### src/hw/rtl/coq_pkg.sv
`default_nettype none

package coq_pkg;

	// Queue capacity and derived widths
	localparam int NUM_CLIENTS = 16;
	localparam int IDX_W       = (NUM_CLIENTS > 1) ? $clog2(NUM_CLIENTS) : 1;
	localparam int OCC_W       = $clog2(NUM_CLIENTS + 1);

	// Fixed field widths of the request and result
	localparam int OP_W     = 2;
	localparam int CLIENT_W = 4;
	localparam int POS_W    = 4;
	localparam int STATUS_W = 2;
	localparam int LEN_W    = 5;

	typedef logic [OP_W-1:0]     op_t;
	typedef logic [CLIENT_W-1:0] client_t;
	typedef logic [POS_W-1:0]    pos_t;
	typedef logic [STATUS_W-1:0] status_t;
	typedef logic [LEN_W-1:0]    len_t;
	typedef logic [IDX_W-1:0]    idx_t;
	typedef logic [OCC_W-1:0]    occ_t;

	// Operation codes
	localparam op_t OP_ADD    = 2'd0;
	localparam op_t OP_REMOVE = 2'd1;
	localparam op_t OP_LOOKUP = 2'd2;

	// Status codes
	localparam status_t ST_OK     = 2'd0;
	localparam status_t ST_DUP    = 2'd1;
	localparam status_t ST_ABSENT = 2'd2;
	localparam status_t ST_FULL   = 2'd3;

	// Per-cell control from the queue controller
	typedef struct packed {
		logic occupied;
		logic shift;
		logic load;
	} cell_ctl_t;

endpackage

`default_nettype wire

### src/hw/rtl/coq_cell.sv
`default_nettype none

module coq_cell
	import coq_pkg::*;
(
	input  wire logic      clk,
	input  wire cell_ctl_t ctl,
	input  wire client_t   client,
	input  wire client_t   next_id,
	output client_t        id,
	output logic           match
);

	client_t id_q;

	// Take the neighbor's entry on a compacting shift, the new client on a load
	always_ff @(posedge clk) begin
		if (ctl.shift) begin
			id_q <= next_id;
		end else if (ctl.load) begin
			id_q <= client;
		end
	end

	// Compare only while this slot holds a live entry
	assign match = ctl.occupied && (id_q == client);
	assign id    = id_q;

endmodule

`default_nettype wire

### config.mk
export PLATFORM = sky130hd
export DESIGN_NAME = coq_cell
export DESIGN_NICKNAME = d
export VERILOG_FILES = /design/src/hw/rtl/coq_pkg.sv /design/src/hw/rtl/coq_cell.sv
export SDC_FILE = /design/constraint.sdc
export NUM_CORES = 1
export LEC_CHECK = 0
export BUFFER_PORTS_ARGS = -buffer_cell sky130_fd_sc_hd__buf_2
export CAP_MARGIN = 30
export CORE_AREA = 2 2 39 41
export CTS_BUF_LIST = sky130_fd_sc_hd__clkbuf_4
export CTS_CLUSTER_SIZE = 16
export DETAILED_ROUTE_END_ITERATION = 8
export DIE_AREA = 0 0 41 43
export MAX_ROUTING_LAYER = met4
export PLACE_DENSITY = 0.41
export SYNTH_ARGS = -nofsm -noshare
export SYNTH_HDL_FRONTEND = slang
export SYNTH_SLANG_ARGS = --single-unit
### constraint.sdc
create_clock -name clk -period 0.9 [get_ports clk]
set_input_delay 0.045 -clock clk [delete_from_list [all_inputs] [get_ports clk]]
set_output_delay 0.045 -clock clk [all_outputs]
set_load 0.01 [all_outputs]
==> impl_metrics.json <==
{
  "status": "finished, violations left",
  "violations": "negative setup slack",
  "synthDistinctLibCells": 8,
  "crit_path_end_kind": "primary output",
  "htree_levels": 1,
  "cts-buffers-inserted": 3,
  "fmax_ghz": 0.814,
  "max-cap-violations": 0,
  "vias": 183,
  "clock_sinks": 4,
  "path_cells": "xor2_1 > nor4_2 > buf_2",
  "nets": 49,
  "vias_per_cell": 3.59,
  "dp_cells": 48,
  "grt_pass1_wl_um": 717,
  "hold_viol": 0,
  "io_buffer_count": 16,
  "finalCritPeriodShare_pct": 136,
  "final_cells": 51,
  "drive_gt1_share_pct": 65.7,
  "area_growth_pct": 61.2,
  "globalRouteOverflowTotal": 0,
  "postLayoutCellArea_um2": 359,
  "synth_fp_nets": 27,
  "tightest_slew_ns": 0.172,
  "grt_pass1_vias": 200,
  "clk_pin_slew_ns": 0.04,
  "cp-start-kind": "register",
  "synth-xor-area-share_pct": 15.7,
  "final.fill_count": 156,
  "gp_congestion": 0.602,
  "clockBufferDepth": 2,
  "post_cts_buffers": 0,
  "seqCellArea_um2": 120,
  "synth_area_um2": 223,
  "critPathRequiredTime_ns": 0.85,
  "crit_path_max_fanout": 2,
  "die_w_um": 41,
  "synth-adder-area-share_pct": 0,
  "synth-simple-area-share_pct": 10.1,
  "critical_path_class": "register to primary output",
  "grt.total_usage_pct": 6.84,
  "place_ws_ns": -0.122,
  "grt_max_degree": 6,
  "period_minus_slack_ns": 1.23,
  "synth_compound_area_share_pct": 0,
  "dr.pass1.iters": 1,
  "postSynthRegisterBits": 4,
  "synth_top_family_by_area": "multiplexers",
  "ant_nets": 0,
  "die_area_um2": 1760,
  "hold_buffers": 0,
  "worstPathArrival_ns": 1.18,
  "multi_input_comb_area_um2": 103,
  "finalSetupTns_ns": -0.355,
  "cts_root_buf": "clkbuf_4",
  "final_max_slew_viol_count": 0,
  "ir_drop_mv": 0.454,
  "p_leak_nw": 0.162,
  "yosys_warnings": 0,
  "relSlewSlack_pct": 88.4,
  "cpPeakStageDelay_ns": 0.38,
  "power_density_nw_per_um2": 1630,
  "placed_area_um2": 330,
  "drc": 0,
  "min_path_type": "primary input to register",
  "antenna_found_initial": 0,
  "synthesis.area_per_instance_um2": 14.8,
  "setup_viol": 2,
  "crit_slowest_cell": "edfxtp_1",
  "start_util_pct": 16.1,
  "die_h_um": 43,
  "diodes": 0,
  "seq_area_frac_synth_pct": 53.9,
  "core_area_um2": 1380,
  "io_pins": 17,
  "synth_cells": 15,
  "rsz0062_at_grt": "true",
  "layout_setup_ws_ns": -0.328,
  "synthMuxAreaShare_pct": 20.2,
  "fp-row-count": 14,
  "wl_per_cell_um": 9.18,
  "largest_reg_flops": 4,
  "drt_iter0_drc": 0,
  "wirelength_um": 468,
  "tritoncts": "yes"
}
power by group:
part	internal (W)	leakage, nW	switching (W)
sequential	0.000231	0.0408	0.0000120
combinational	0.0000688	0.108	0.0000524
clock	0.000149	0.0138	0.0000713
total	0.000449	0.162	0.000136
per-layer routing:
layer | global-route usage (%) | up-vias | routed length, um
met5 | - | - | 0
met4 | 8.00 | 0 | 0
met3 | 3.14 | 0 | 40
met2 | 8.44 | 7 | 266
met1 | 6.91 | 81 | 161
li1 | - | 95 | -
cell families after synthesis:
logic type / after synthesis
mux: 4
simple gates: 3
flops: 4
xor+xnor: 4
worst max-delay path, delay by kind of cell (launching register included):
| kind | cells | cell delay, ns |
|---|---|---|
| buf+inv | 1 | 0.16 |
| xor+xnor | 1 | 0.16 |
| flops | 1 | 0.38 |
| simple gates | 1 | 0.24 |
per-stage QoR:
stage          power (W)  hold WS (ns)  utilization (%)
2_1_floorplan   0.000301         0.187                -
3_3_place_gp    0.000363         0.337             23.9
3_5_place_dp    0.000365         0.340             23.9
4_1_cts         0.000600         0.102             25.9
5_1_grt         0.000618         0.104             25.9
6_report        0.000585         0.102             25.9
layout make-up:
| type | count | share of cell area, % |
|---|---|---|
| Timing Repair Buffer | 17 | 26.1 |
| Tap cell | 16 | 5.57 |
| Clock buffer | 3 | 6.27 |
| Multi-Input combinational cell | 11 | 28.6 |
| Sequential cell | 4 | 33.4 |
layout by cell type (no fill, tap or decap), drive strengths merged:
cell type  instances
buf               17
edfxtp             4
mux2               4
xor2               3
clkbuf             3
xnor2              1
nand2              1
nor4               1
or2                1
repair_timing:
item / 4_1_cts / 5_1_grt
pin swaps: 1 / 1
endpoints found under the setup margin: 2 / 2
gates resized for setup: 1 / 0
cells in the mapped netlist:
cell type  count  area (um2)
edfxtp_1       4         120
mux2_1         3        33.8
mux2_2         1        11.3
nand2_1        1        3.75
nor4_2         1        12.5
or2_2          1        6.26
xnor2_1        1        8.76
xor2_1         3        26.3
path summary, 6_finish.rpt:
check,startpoint,to,slack (ns),cells past startpoint
worst min-delay path,next_id[1],id[1]$_DFFE_PP_,0.10,2
worst max-delay path,id[3]$_DFFE_PP_,match,-0.33,3
Power figures use the tool's default switching activity.
